### config.mk
export PLATFORM = sky130hd
export DESIGN_NAME = grid_ray_cell_walk
export DESIGN_NICKNAME = d
export VERILOG_FILES = /design/src/grcw_pkg.sv /design/src/grid_ray_cell_walk.sv /design/src/grcw_div.sv /design/src/grcw_dpath.sv /design/src/grcw_ctrl.sv
export SDC_FILE = /design/constraint.sdc
export NUM_CORES = 2
export LEC_CHECK = 0
export ABC_CLOCK_PERIOD_IN_PS = 9600
export BUFFER_PORTS_ARGS = -buffer_cell sky130_fd_sc_hd__buf_2
export CELL_PAD_IN_SITES_DETAIL_PLACEMENT = 0
export CELL_PAD_IN_SITES_GLOBAL_PLACEMENT = 1
export CORE_MARGIN = 2
export CORE_UTILIZATION = 40
export CTS_CLUSTER_DIAMETER = 60
export CTS_CLUSTER_SIZE = 25
export DETAILED_ROUTE_END_ITERATION = 12
export GPL_ROUTABILITY_DRIVEN = 0
export PLACE_DENSITY_LB_ADDON = 0.25
export SLEW_MARGIN = 20
export SYNTH_ARGS = -nofsm -noshare
export SYNTH_HDL_FRONTEND = slang
export SYNTH_HIERARCHICAL = 1
export SYNTH_SLANG_ARGS = --single-unit
export TNS_END_PERCENT = 5
### constraint.sdc
create_clock -name clk_i -period 9.6 [get_ports clk_i]
set_input_delay 0.48 -clock clk_i [delete_from_list [all_inputs] [get_ports clk_i]]
set_output_delay 0.48 -clock clk_i [all_outputs]
set_load 0.02 [all_outputs]
### src/grcw_pkg.sv
// Shared constants, command and status types and helpers of the grid ray cell walk.
package grcw_pkg;

  // Grid limits and result cap
  localparam int MAX_CELLS_X = 8;
  localparam int MAX_CELLS_Z = 8;
  localparam int RESULT_CAP  = 64;

  // Field and register widths
  localparam int CS_W     = 13;
  localparam int CNT_W    = 4;
  localparam int COL_W    = $clog2(MAX_CELLS_X);
  localparam int ROW_W    = $clog2(MAX_CELLS_Z);
  localparam int IDX_W    = 6;
  localparam int N_W      = $clog2(RESULT_CAP) + 1;
  localparam int IN_POS_W = 24;
  localparam int DIR_W    = 16;
  localparam int LEN_W    = 24;
  localparam int FRAC     = 8;
  localparam int DIR_FRAC = 14;

  // Internal arithmetic widths
  localparam int POS_W   = 27;
  localparam int E_W     = CS_W + FRAC;
  localparam int ZE_W    = E_W + CNT_W;
  localparam int PROD_W  = DIR_W + LEN_W + 1;
  localparam int NUM_W   = 42;
  localparam int MAG_W   = NUM_W - 1;
  localparam int DEN_W   = E_W + 1;
  localparam int DMAG_W  = E_W;
  localparam int CQ_W    = 21;
  localparam int LONG_STEPS  = MAG_W;
  localparam int SHORT_STEPS = POS_W;
  localparam int STEP_W  = $clog2(LONG_STEPS + 1);

  // Configuration port
  localparam int APB_AW = 4;
  localparam int APB_DW = 32;
  localparam logic [1:0] REG_CELL_SIZE    = 2'd0;
  localparam logic [1:0] REG_CELLS_ACROSS = 2'd1;
  localparam logic [1:0] REG_CELLS_DOWN   = 2'd2;
  localparam logic [CS_W-1:0]  CELL_SIZE_RST = 13'd128;
  localparam logic [CNT_W-1:0] CELLS_RST     = 4'd8;

  // Multiplier operand choice
  typedef enum logic [1:0] {
    MUL_TX, MUL_TZ, MUL_X0, MUL_X1
  } mul_sel_e;

  // Divider operand choice and destination
  typedef enum logic [2:0] {
    DIV_SX, DIV_TX, DIV_SZ, DIV_TZ, DIV_T0, DIV_T1, DIV_X0, DIV_X1
  } div_sel_e;

  typedef struct packed {
    logic     load;
    logic     mul_go;
    mul_sel_e mul_sel;
    logic     div_go;
    div_sel_e div_sel;
    logic     span_init;
    logic     row_first;
    logic     row_set;
    logic     emit;
  } cmd_t;

  typedef struct packed {
    logic div_done;
    logic span_path;
    logic last;
    logic x_end;
  } sts_t;

  // Clamp a signed cell coordinate into [0, n-1]
  function automatic logic [CNT_W-1:0] clamp_cnt(input logic signed [CQ_W-1:0] q,
                                                  input logic [CNT_W-1:0] n);
    logic signed [CQ_W-1:0] n_s;
    n_s = $signed(CQ_W'(n));
    if (q < 0) begin
      return '0;
    end else if (q >= n_s) begin
      return n - CNT_W'(1);
    end else begin
      return q[CNT_W-1:0];
    end
  endfunction

endpackage

### src/grid_ray_cell_walk.sv
// Top level of the grid ray cell walk: configuration registers, controller and datapath.
//
// Channel        | Handshake               | Payload
// ---------------+-------------------------+------------------------------------------
// ray request    | start high, busy low    | start_x_i, start_z_i, dir_x_i, dir_z_i,
//                |                         | ray_length_i
// cell result    | result_valid_o, 1 cycle | cell_index_o, last_cell_o
// configuration  | APB write, pready tied  | paddr, pwdata / prdata
//
// Sequence: the accepting edge is followed by set-up (two multiplies, four 27-step
// divisions of the shared divider, one decision state), then per row of a multi-row
// walk two long divisions, two multiply and short-division pairs and a row set-up,
// then the row's cells are emitted; each cell is registered and reaches the ports in
// the cycle after its emit. The single divider, one quotient bit a cycle, sets the pace.
// Reset clears the controller and loads cell_size 128 and an 8 by 8 grid.
// Results cannot be held off; busy drops as the last cell is registered, so the next
// request may be taken while that cell is still on the ports.
module grid_ray_cell_walk (
  input  logic                                  clk_i,
  input  logic                                  rst_ni,
  // Ray request
  input  logic                                  start,
  output logic                                  busy,
  input  logic signed [grcw_pkg::IN_POS_W-1:0]  start_x_i,
  input  logic signed [grcw_pkg::IN_POS_W-1:0]  start_z_i,
  input  logic signed [grcw_pkg::DIR_W-1:0]     dir_x_i,
  input  logic signed [grcw_pkg::DIR_W-1:0]     dir_z_i,
  input  logic [grcw_pkg::LEN_W-1:0]            ray_length_i,
  // Cell results
  output logic                                  result_valid_o,
  output logic [grcw_pkg::IDX_W-1:0]            cell_index_o,
  output logic                                  last_cell_o,
  // Configuration
  input  logic                                  psel,
  input  logic                                  penable,
  input  logic                                  pwrite,
  input  logic [grcw_pkg::APB_AW-1:0]           paddr,
  input  logic [grcw_pkg::APB_DW-1:0]           pwdata,
  output logic [grcw_pkg::APB_DW-1:0]           prdata,
  output logic                                  pready
);
  import grcw_pkg::*;

  logic [CS_W-1:0]  cell_size_q;
  logic [CNT_W-1:0] cells_across_q, cells_down_q;
  logic [1:0]       reg_idx;
  logic             wr_en;
  logic [CS_W-1:0]  cs_eff;
  logic [E_W-1:0]   edge_len;
  logic [CNT_W-1:0] nx, nz;
  cmd_t             cmd;
  sts_t             sts;

  assign pready  = 1'b1;
  assign reg_idx = paddr[3:2];
  assign wr_en   = psel && penable && pwrite && pready;

  // Configuration registers
  always_ff @(posedge clk_i or negedge rst_ni) begin
    if (!rst_ni) begin
      cell_size_q    <= CELL_SIZE_RST;
      cells_across_q <= CELLS_RST;
      cells_down_q   <= CELLS_RST;
    end else if (wr_en) begin
      unique case (reg_idx)
        REG_CELL_SIZE:    cell_size_q    <= pwdata[CS_W-1:0];
        REG_CELLS_ACROSS: cells_across_q <= pwdata[CNT_W-1:0];
        REG_CELLS_DOWN:   cells_down_q   <= pwdata[CNT_W-1:0];
        default:          cell_size_q    <= cell_size_q;
      endcase
    end
  end

  // Read-back
  always_comb begin
    unique case (reg_idx)
      REG_CELL_SIZE:    prdata = APB_DW'(cell_size_q);
      REG_CELLS_ACROSS: prdata = APB_DW'(cells_across_q);
      REG_CELLS_DOWN:   prdata = APB_DW'(cells_down_q);
      default:          prdata = '0;
    endcase
  end

  // Effective cell edge in Q.8 and grid counts
  assign cs_eff   = (cell_size_q == '0) ? CS_W'(1) : cell_size_q;
  assign edge_len = {cs_eff, FRAC'(0)};
  assign nx = (cells_across_q == '0) ? CNT_W'(1)
            : (cells_across_q > CNT_W'(MAX_CELLS_X)) ? CNT_W'(MAX_CELLS_X) : cells_across_q;
  assign nz = (cells_down_q == '0) ? CNT_W'(1)
            : (cells_down_q > CNT_W'(MAX_CELLS_Z)) ? CNT_W'(MAX_CELLS_Z) : cells_down_q;

  grcw_ctrl u_ctrl (
    .clk_i   (clk_i),
    .rst_ni  (rst_ni),
    .start_i (start),
    .busy_o  (busy),
    .sts_i   (sts),
    .cmd_o   (cmd)
  );

  grcw_dpath u_dpath (
    .clk_i          (clk_i),
    .rst_ni         (rst_ni),
    .cmd_i          (cmd),
    .sts_o          (sts),
    .start_x_i      (start_x_i),
    .start_z_i      (start_z_i),
    .dir_x_i        (dir_x_i),
    .dir_z_i        (dir_z_i),
    .ray_length_i   (ray_length_i),
    .edge_i         (edge_len),
    .nx_i           (nx),
    .nz_i           (nz),
    .cell_index_o   (cell_index_o),
    .last_cell_o    (last_cell_o),
    .result_valid_o (result_valid_o)
  );

endmodule

### src/grcw_div.sv
// Shared restoring divider with floor rounding, one quotient bit per cycle.
module grcw_div (
  input  logic                                clk_i,
  input  logic                                rst_ni,
  input  logic                                go_i,
  input  logic                                short_i,
  input  logic signed [grcw_pkg::NUM_W-1:0]   num_i,
  input  logic signed [grcw_pkg::DEN_W-1:0]   den_i,
  output logic                                done_o,
  output logic signed [grcw_pkg::NUM_W-1:0]   quo_o
);
  import grcw_pkg::*;

  logic [DMAG_W-1:0] rem_q, rem_d;
  logic [MAG_W-1:0]  quo_q, quo_d;
  logic [DMAG_W-1:0] den_q;
  logic              neg_q;
  logic [STEP_W-1:0] cnt_q;
  logic              run_q, done_q;

  logic [MAG_W-1:0]  num_mag;
  logic [DMAG_W-1:0] den_mag;
  logic [DMAG_W+1:0] trial;
  logic              qbit;
  logic [NUM_W-1:0]  quo_ext;

  // Operand magnitudes
  assign num_mag = MAG_W'(num_i[NUM_W-1] ? -num_i : num_i);
  assign den_mag = DMAG_W'(den_i[DEN_W-1] ? -den_i : den_i);

  // One restoring step
  assign trial = {1'b0, rem_q, quo_q[MAG_W-1]} - {2'b00, den_q};
  assign qbit  = ~trial[DMAG_W+1];
  assign rem_d = qbit ? trial[DMAG_W-1:0] : {rem_q[DMAG_W-2:0], quo_q[MAG_W-1]};
  assign quo_d = {quo_q[MAG_W-2:0], qbit};

  always_ff @(posedge clk_i or negedge rst_ni) begin
    if (!rst_ni) begin
      run_q  <= 1'b0;
      done_q <= 1'b0;
      cnt_q  <= '0;
    end else begin
      done_q <= run_q && (cnt_q == STEP_W'(1));
      if (go_i) begin
        run_q <= 1'b1;
        cnt_q <= short_i ? STEP_W'(SHORT_STEPS) : STEP_W'(LONG_STEPS);
      end else if (run_q) begin
        cnt_q <= cnt_q - STEP_W'(1);
        if (cnt_q == STEP_W'(1)) begin
          run_q <= 1'b0;
        end
      end
    end
  end

  // Datapath registers of the divider
  always_ff @(posedge clk_i) begin
    if (go_i) begin
      rem_q <= '0;
      quo_q <= short_i ? (num_mag << (MAG_W - SHORT_STEPS)) : num_mag;
      den_q <= den_mag;
      neg_q <= num_i[NUM_W-1] ^ den_i[DEN_W-1];
    end else if (run_q) begin
      rem_q <= rem_d;
      quo_q <= quo_d;
    end
  end

  // Floor correction for unlike signs
  assign quo_ext = {1'b0, quo_q};
  assign quo_o   = !neg_q ? $signed(quo_ext)
                 : (rem_q != '0) ? $signed(~quo_ext) : $signed(-quo_ext);
  assign done_o  = done_q;

endmodule

### src/grcw_dpath.sv
// Datapath: ray registers, shared multiplier, divider, row and column walk, result register.
module grcw_dpath (
  input  logic                                  clk_i,
  input  logic                                  rst_ni,
  input  grcw_pkg::cmd_t                        cmd_i,
  output grcw_pkg::sts_t                        sts_o,
  input  logic signed [grcw_pkg::IN_POS_W-1:0]  start_x_i,
  input  logic signed [grcw_pkg::IN_POS_W-1:0]  start_z_i,
  input  logic signed [grcw_pkg::DIR_W-1:0]     dir_x_i,
  input  logic signed [grcw_pkg::DIR_W-1:0]     dir_z_i,
  input  logic [grcw_pkg::LEN_W-1:0]            ray_length_i,
  input  logic [grcw_pkg::E_W-1:0]              edge_i,
  input  logic [grcw_pkg::CNT_W-1:0]            nx_i,
  input  logic [grcw_pkg::CNT_W-1:0]            nz_i,
  output logic [grcw_pkg::IDX_W-1:0]            cell_index_o,
  output logic                                  last_cell_o,
  output logic                                  result_valid_o
);
  import grcw_pkg::*;

  // Ray registers
  logic signed [IN_POS_W-1:0] sx_q, sz_q;
  logic signed [DIR_W-1:0]    dx_q, dz_q;
  logic [LEN_W-1:0]           len_q;
  logic signed [POS_W-1:0]    tx_q, tz_q, mx_q;
  logic signed [CQ_W-1:0]     qsx_q, qtx_q, qsz_q, qtz_q;
  logic [LEN_W-1:0]           t0_q, t1_q;
  logic [COL_W-1:0]           xa_q, xb_q, x_q, xe_q;
  logic [ROW_W-1:0]           z_q, z1_q;
  logic [IDX_W-1:0]           row_q;
  logic [N_W-1:0]             n_q;
  logic                       span_q;
  div_sel_e                   dsel_q;
  logic [IDX_W-1:0]           res_idx_q;
  logic                       res_last_q, res_valid_q;

  // Combinational helpers
  logic signed [POS_W-1:0]    sx_w, sz_w, e_s, zlo, zhi, p0, p1, pdiff;
  logic signed [POS_W-1:0]    ge_s, ze_s, ze1_s;
  logic [ZE_W-1:0]            ze, ze1, ge;
  logic                       edge0, edge1, same_x, row_last, x_end, last;
  logic signed [DIR_W-1:0]    mul_a;
  logic [LEN_W-1:0]           mul_b;
  logic signed [PROD_W-1:0]   prod;
  logic signed [POS_W-1:0]    mres;
  logic signed [NUM_W-1:0]    div_num, div_q;
  logic signed [DEN_W-1:0]    div_den;
  logic                       div_short, div_done;
  logic signed [CQ_W-1:0]     q_cell, zlo_q, zhi_q;
  logic [LEN_W-1:0]           t_clamp;
  logic [COL_W-1:0]           sa, sb, ra, rb;
  logic [CNT_W-1:0]           clx_q, cly_q, cl_sa, cl_sb, cl_zs, cl_z0, cl_z1;

  assign sx_w = POS_W'(sx_q);
  assign sz_w = POS_W'(sz_q);
  assign e_s  = $signed(POS_W'(edge_i));

  // Row bounds along z
  assign zlo   = (sz_w < tz_q) ? sz_w : tz_q;
  assign zhi   = (sz_w < tz_q) ? tz_q : sz_w;
  assign zlo_q = (sz_w < tz_q) ? qsz_q : qtz_q;
  assign zhi_q = (sz_w < tz_q) ? qtz_q : qsz_q;
  assign ze    = ZE_W'(z_q) * ZE_W'(edge_i);
  assign ze1   = ze + ZE_W'(edge_i);
  assign ge    = ZE_W'(nz_i) * ZE_W'(edge_i);
  assign ze_s  = $signed(POS_W'(ze));
  assign ze1_s = $signed(POS_W'(ze1));
  assign ge_s  = $signed(POS_W'(ge));

  assign row_last = (z_q == z1_q);
  // Edge rows take the ray's own end when it runs outside the grid
  assign edge0 = ((zlo < 0) && (z_q == '0)) || ((zlo >= ge_s) && row_last);
  assign edge1 = ((zhi < 0) && (z_q == '0)) || ((zhi >= ge_s) && row_last);
  assign p0    = edge0 ? zlo : ze_s;
  assign p1    = edge1 ? (zhi + e_s) : ze1_s;
  assign pdiff = ((cmd_i.div_sel == DIV_T1) ? p1 : p0) - sz_w;

  // Shared multiplier: dir * length or dir * t, floored to Q.8, plus start
  always_comb begin
    unique case (cmd_i.mul_sel)
      MUL_TX:  begin mul_a = dx_q; mul_b = len_q; end
      MUL_TZ:  begin mul_a = dz_q; mul_b = len_q; end
      MUL_X0:  begin mul_a = dx_q; mul_b = t0_q;  end
      MUL_X1:  begin mul_a = dx_q; mul_b = t1_q;  end
      default: begin mul_a = dx_q; mul_b = len_q; end
    endcase
  end
  assign prod = PROD_W'(mul_a) * $signed({1'b0, mul_b});
  assign mres = prod[DIR_FRAC +: POS_W] + ((cmd_i.mul_sel == MUL_TZ) ? sz_w : sx_w);

  // Divider operand selection
  always_comb begin
    div_num   = NUM_W'(sx_w);
    div_den   = $signed(DEN_W'(edge_i));
    div_short = 1'b1;
    unique case (cmd_i.div_sel)
      DIV_SX: div_num = NUM_W'(sx_w);
      DIV_TX: div_num = NUM_W'(tx_q);
      DIV_SZ: div_num = NUM_W'(sz_w);
      DIV_TZ: div_num = NUM_W'(tz_q);
      DIV_T0, DIV_T1: begin
        div_num   = NUM_W'(pdiff) <<< DIR_FRAC;
        div_den   = DEN_W'(dz_q);
        div_short = 1'b0;
      end
      DIV_X0, DIV_X1: div_num = NUM_W'(mx_q);
      default: div_num = NUM_W'(sx_w);
    endcase
  end

  grcw_div u_div (
    .clk_i   (clk_i),
    .rst_ni  (rst_ni),
    .go_i    (cmd_i.div_go),
    .short_i (div_short),
    .num_i   (div_num),
    .den_i   (div_den),
    .done_o  (div_done),
    .quo_o   (div_q)
  );

  // Quotient post-processing
  assign q_cell = CQ_W'(div_q);
  assign clx_q  = clamp_cnt(q_cell, nx_i);
  assign t_clamp = (div_q < 0) ? '0
                 : (div_q > $signed(NUM_W'(len_q))) ? len_q : div_q[LEN_W-1:0];

  // Single-row span bounds
  assign same_x = (qsx_q == qtx_q);
  assign cl_sa  = clamp_cnt(qsx_q, nx_i);
  assign cl_sb  = clamp_cnt(qtx_q, nx_i);
  assign cl_zs  = clamp_cnt(qsz_q, nz_i);
  assign cl_z0  = clamp_cnt(zlo_q, nz_i);
  assign cl_z1  = clamp_cnt(zhi_q, nz_i);
  assign cly_q  = cl_zs;
  assign sa     = cl_sa[COL_W-1:0];
  assign sb     = same_x ? sa : cl_sb[COL_W-1:0];
  assign ra     = (xa_q < xb_q) ? xa_q : xb_q;
  assign rb     = (xa_q < xb_q) ? xb_q : xa_q;

  assign x_end = (x_q == xe_q);
  assign last  = (n_q == N_W'(RESULT_CAP - 1)) || (x_end && (span_q || row_last));

  assign sts_o.div_done  = div_done;
  assign sts_o.span_path = (qsz_q == qtz_q) || (dz_q == '0);
  assign sts_o.last      = last;
  assign sts_o.x_end     = x_end;

  // Working registers
  always_ff @(posedge clk_i) begin
    if (cmd_i.load) begin
      sx_q  <= start_x_i;
      sz_q  <= start_z_i;
      dx_q  <= dir_x_i;
      dz_q  <= dir_z_i;
      len_q <= ray_length_i;
    end
    if (cmd_i.mul_go) begin
      unique case (cmd_i.mul_sel)
        MUL_TX:  tx_q <= mres;
        MUL_TZ:  tz_q <= mres;
        MUL_X0, MUL_X1: mx_q <= mres;
        default: mx_q <= mres;
      endcase
    end
    if (cmd_i.div_go) begin
      dsel_q <= cmd_i.div_sel;
    end
    if (div_done) begin
      unique case (dsel_q)
        DIV_SX: qsx_q <= q_cell;
        DIV_TX: qtx_q <= q_cell;
        DIV_SZ: qsz_q <= q_cell;
        DIV_TZ: qtz_q <= q_cell;
        DIV_T0: t0_q  <= t_clamp;
        DIV_T1: t1_q  <= t_clamp;
        DIV_X0: xa_q  <= clx_q[COL_W-1:0];
        DIV_X1: xb_q  <= clx_q[COL_W-1:0];
        default: qsx_q <= q_cell;
      endcase
    end
    // Span along one row
    if (cmd_i.span_init) begin
      x_q    <= (sa < sb) ? sa : sb;
      xe_q   <= (sa < sb) ? sb : sa;
      row_q  <= IDX_W'(cly_q[ROW_W-1:0]) * IDX_W'(nx_i);
      n_q    <= '0;
      span_q <= 1'b1;
    end
    // First and last row of a multi-row walk
    if (cmd_i.row_first) begin
      z_q    <= cl_z0[ROW_W-1:0];
      z1_q   <= cl_z1[ROW_W-1:0];
      n_q    <= '0;
      span_q <= 1'b0;
    end
    if (cmd_i.row_set) begin
      x_q   <= ra;
      xe_q  <= rb;
      row_q <= IDX_W'(z_q) * IDX_W'(nx_i);
    end
    // One cell per cycle
    if (cmd_i.emit) begin
      res_idx_q  <= row_q + IDX_W'(x_q);
      res_last_q <= last;
      n_q        <= n_q + N_W'(1);
      if (!x_end) begin
        x_q <= x_q + COL_W'(1);
      end else if (!last) begin
        z_q <= z_q + ROW_W'(1);
      end
    end
  end

  always_ff @(posedge clk_i or negedge rst_ni) begin
    if (!rst_ni) begin
      res_valid_q <= 1'b0;
    end else begin
      res_valid_q <= cmd_i.emit;
    end
  end

  assign cell_index_o   = res_idx_q;
  assign last_cell_o    = res_last_q;
  assign result_valid_o = res_valid_q;

endmodule

### src/grcw_ctrl.sv
// Controller: sequences multiplications, divisions, row set-up and cell output.
module grcw_ctrl (
  input  logic           clk_i,
  input  logic           rst_ni,
  input  logic           start_i,
  output logic           busy_o,
  input  grcw_pkg::sts_t sts_i,
  output grcw_pkg::cmd_t cmd_o
);
  import grcw_pkg::*;

  typedef enum logic [4:0] {
    S_IDLE, S_MTX, S_MTZ, S_DSX, S_DTX, S_DSZ, S_DTZ, S_DECIDE,
    S_DT0, S_DT1, S_MX0, S_DX0, S_MX1, S_DX1, S_ROWSET, S_EMIT, S_WAIT
  } state_e;

  state_e state_q, ret_q;

  // Command decode
  always_comb begin
    cmd_o           = '0;
    cmd_o.mul_sel   = MUL_TX;
    cmd_o.div_sel   = DIV_SX;
    unique case (state_q)
      S_IDLE:   cmd_o.load = start_i;
      S_MTX:    begin cmd_o.mul_go = 1'b1; cmd_o.mul_sel = MUL_TX; end
      S_MTZ:    begin cmd_o.mul_go = 1'b1; cmd_o.mul_sel = MUL_TZ; end
      S_DSX:    begin cmd_o.div_go = 1'b1; cmd_o.div_sel = DIV_SX; end
      S_DTX:    begin cmd_o.div_go = 1'b1; cmd_o.div_sel = DIV_TX; end
      S_DSZ:    begin cmd_o.div_go = 1'b1; cmd_o.div_sel = DIV_SZ; end
      S_DTZ:    begin cmd_o.div_go = 1'b1; cmd_o.div_sel = DIV_TZ; end
      S_DECIDE: begin
        cmd_o.span_init = sts_i.span_path;
        cmd_o.row_first = !sts_i.span_path;
      end
      S_DT0:    begin cmd_o.div_go = 1'b1; cmd_o.div_sel = DIV_T0; end
      S_DT1:    begin cmd_o.div_go = 1'b1; cmd_o.div_sel = DIV_T1; end
      S_MX0:    begin cmd_o.mul_go = 1'b1; cmd_o.mul_sel = MUL_X0; end
      S_DX0:    begin cmd_o.div_go = 1'b1; cmd_o.div_sel = DIV_X0; end
      S_MX1:    begin cmd_o.mul_go = 1'b1; cmd_o.mul_sel = MUL_X1; end
      S_DX1:    begin cmd_o.div_go = 1'b1; cmd_o.div_sel = DIV_X1; end
      S_ROWSET: cmd_o.row_set = 1'b1;
      S_EMIT:   cmd_o.emit = 1'b1;
      S_WAIT:   cmd_o.emit = 1'b0;
      default:  cmd_o.emit = 1'b0;
    endcase
  end

  assign busy_o = (state_q != S_IDLE);

  // State register; a division parks in S_WAIT and returns to ret_q
  always_ff @(posedge clk_i or negedge rst_ni) begin
    if (!rst_ni) begin
      state_q <= S_IDLE;
      ret_q   <= S_IDLE;
    end else begin
      unique case (state_q)
        S_IDLE:   if (start_i) state_q <= S_MTX;
        S_MTX:    state_q <= S_MTZ;
        S_MTZ:    state_q <= S_DSX;
        S_DSX:    begin ret_q <= S_DTX;    state_q <= S_WAIT; end
        S_DTX:    begin ret_q <= S_DSZ;    state_q <= S_WAIT; end
        S_DSZ:    begin ret_q <= S_DTZ;    state_q <= S_WAIT; end
        S_DTZ:    begin ret_q <= S_DECIDE; state_q <= S_WAIT; end
        S_DECIDE: state_q <= sts_i.span_path ? S_EMIT : S_DT0;
        S_DT0:    begin ret_q <= S_DT1;    state_q <= S_WAIT; end
        S_DT1:    begin ret_q <= S_MX0;    state_q <= S_WAIT; end
        S_MX0:    state_q <= S_DX0;
        S_DX0:    begin ret_q <= S_MX1;    state_q <= S_WAIT; end
        S_MX1:    state_q <= S_DX1;
        S_DX1:    begin ret_q <= S_ROWSET; state_q <= S_WAIT; end
        S_ROWSET: state_q <= S_EMIT;
        S_EMIT: begin
          if (sts_i.last) begin
            state_q <= S_IDLE;
          end else if (sts_i.x_end) begin
            state_q <= S_DT0;
          end
        end
        S_WAIT:   if (sts_i.div_done) state_q <= ret_q;
        default:  state_q <= S_IDLE;
      endcase
    end
  end

endmodule

==> out/metrics.cfg <==
[status]
outcome = complete, but fails checks
violations = setup timing

[synth]
synth-simple-area-share = 0.158
synth_flop_cell = edfxtp_1
syn_area_per_cell_um2 = 9.26
synth_warnings = 6
synth_area_leaders = edfxtp_1, fa_1, ha_1
syn_area_um2 = 50600
synth_top_family_by_area = adder cells
synthMuxAreaShare = 0.0444
synth-seq-cells = 482
synth_top_area_frac = 0.247
synth_edf_count = 415
async_reset_ff_frac = 0.0809
netlist_instances = 5458
synth_cell_types = 110
ys_seq_area_frac = 0.277
synthAdderAreaFrac = 0.260
synth_compound_area_frac = 0.136
yosysTopAreaCell = edfxtp_1
synth_common_cells = nand2_1, inv_1, ha_1
synth_xor_area_frac = 0.0558
synth_most_common_cell = nand2_1

[timing]
clock_skew_ps = 52.3
worst_slack_ps = -988
slew_headroom = 0.230
rsz0062_at_grt = true
setup_viol = 59
hold_viol = 0
tightestPinTransition_ps = 1150
finalMaxSlewViolations = 0
fin_setup_tns_ps = -39000
period_share = 1.10
fmax_ghz = 0.0944
final.min_clock_period_ps = 10590

[clock_network]
cts_buffer_depth = 3
cts_buffers = 54
clock_latency_ps = 690
clkTransAtPathRegs_ps = 80
cts_root_buffer = clkbuf_16
cts_tree = yes
clock-sinks = 482
htreeDepth = 2

[worst_hold_path]
hp-start = start_x_i[3]
min_path_cells = 1
whs_endpoint = u_dpath/sx_q[3]
hp-class = in -> reg

[global_route]
grtUsageTotal = 0.260
grt_max_degree = 75
use_met3 = 0.0307
grt_pass1_vias = 42800
use_met1 = 0.362
antenna_found_initial = 2
grt_use_met2 = 0.422
grt-busiest-layer = met2
grt_pass1_wl_um = 259000
overflow = 0

[setup_path]
worst_r2r_path_depth = 47
cp-end-kind = flip-flop
critical_path_class = reg -> reg
crit_buf_inv = 6
crit_family = simple AND/OR/NAND/NOR gates
rr_startpoint = cell_size_q[9]
slowest_delay_ps = 490
reg2reg_to = u_dpath/u_div/quo_q[37]
r2r_setup_slack_ps = -990
cp_slowest_cell = or4_1
worstPathMaxFanout = 14
critPathRequiredTime_ps = 9990
cpMostUsedCell = buf_4
worstPathArrival_ps = 10980
start_kind = flip-flop

[place]
place_hpwl_um = 138000
numPortBuffers = 146
dpl_cell_area_um2 = 58300

[die]
core_area_um2 = 126000
fp.dieH_um = 360
core.rowCount = 130
initial_core_util = 0.403
dieWidth_um = 360
ios = 188
die_area_um2 = 129000

[routing]
vias = 43400
route.detailed.drc = 0
final_antenna_net_count = 0
first_iter_violations = 3258
viasPerCell = 5.37
wl_um = 171000
first_pass_iters = 6
wl_per_cell_um = 21.2

[flow_run]
cap_violations = 0

[finish]
fin_nets = 7357
n_antenna_cell = 0
regArea_um2 = 14000
syn2layout_area_growth_pct = 23.6
drive_gt1_frac = 0.197
stdcell_area_um2 = 62500
fillers = 11800
multi_input_area_um2 = 34200

cell families (layout without fill, tap and decap cells):
group / count (synthesis) / after routing
buffers and inverters: 870 / 1754
multiplexers: 214 / 214
AND/OR/NAND/NOR: 1704 / 1704
other: 2 / 91
XOR/XNOR: 322 / 322
AO/OA/AOI/OAI: 1037 / 1037
flip-flops: 482 / 482
adder cells (fa/ha/maj): 827 / 827
stage by stage:
stage	setup WS [ps]	std cells	util	hold slack [ps]
2_1_floorplan	-485	5547	-	184
3_3_place_gp	-1110	7828	0.464	453
3_5_place_dp	-1370	7828	0.464	482
4_1_cts	-984	8063	0.494	0.0662
5_1_grt	-1390	8081	0.498	4.29
6_report	-988	8081	0.498	30.1
cells in the final DEF (no fill, tap or decap), drive strengths merged, types with 99 or more instances in the layout:
| cell | instances |
|---|---|
| dlygate4sd3 | 104 |
| and2 | 101 |
| ha | 451 |
| fa | 375 |
| a21oi | 203 |
| buf | 910 |
| nand2 | 668 |
| o21ai | 293 |
| nor2 | 414 |
| xnor2 | 207 |
| inv | 664 |
| nand2b | 111 |
| a21o | 99 |
| mux2i | 151 |
| xor2 | 115 |
| edfxtp | 415 |
state kept, by name, indices dropped and copies added (netlist names), 24 cells and up:
name                 count
u_dpath/len_q           24
u_dpath/mx_q            27
u_dpath/sx_q            24
u_dpath/sz_q            24
u_dpath/t0_q            24
u_dpath/t1_q            24
u_dpath/tx_q            27
u_dpath/tz_q            27
u_dpath/u_div/quo_q     41
worst register-to-register path: cells and delay by family (launching register included):
family / cells / cell delay [ps]
AOI/OAI and AO/OA: 19 / 2990
muxes: 2 / 530
DFF: 1 / 390
buffers and inverters: 6 / 940
xor gates and xnor gates: 3 / 570
and+or+nand+nor: 12 / 3170
adders and majority gates: 5 / 1740
how the worst max path moves through the flow:
stage	start	to	slack (ps)	cells after the start
3_5_place_dp	cell_size_q[4]	u_dpath/u_div/quo_q[37]	-1370	48
2_1_floorplan	u_ctrl/state_q[1]	u_dpath/mx_q[25]	-490	45
3_3_place_gp	cell_size_q[3]	u_dpath/u_div/quo_q[37]	-1110	48
4_1_cts	cells_down_q[3]	u_dpath/u_div/quo_q[29]	-980	51
6_report	cell_size_q[9]	u_dpath/u_div/quo_q[37]	-990	47
5_1_grt	cells_down_q[3]	u_dpath/u_div/quo_q[14]	-1390	49
per-layer routing:
layer  share of wire  vias up  routed length (um)
li1                -    20500                   -
met4           0.035        0                5920
met5               0        -                   0
met3           0.060      240               10300
met2            0.46     1362               79100
met1            0.44    21300               76000
cell type report:
cell class,count,area share
inverter,638,0.0383
multi-input combinational,4195,0.548
clock inverter,47,0.0115
timing repair buffer,1014,0.123
tap,1650,0.0330
sequential,482,0.224
clock buffer,55,0.0220
what timing repair did:
action | CTS | global route
gates resized for setup | 90 | 66
setup buffers | 28 | 19
hold endpoints to repair | 121 | 0
setup endpoints to repair | 92 | 92
hold buffers | 104 | 0
gates cloned | 1 | 0
pin swaps | 37 | 21
Power is left out: the tool's default activity adds up to more than one toggle a clock period on the data nets, which glitch-free logic cannot reach.
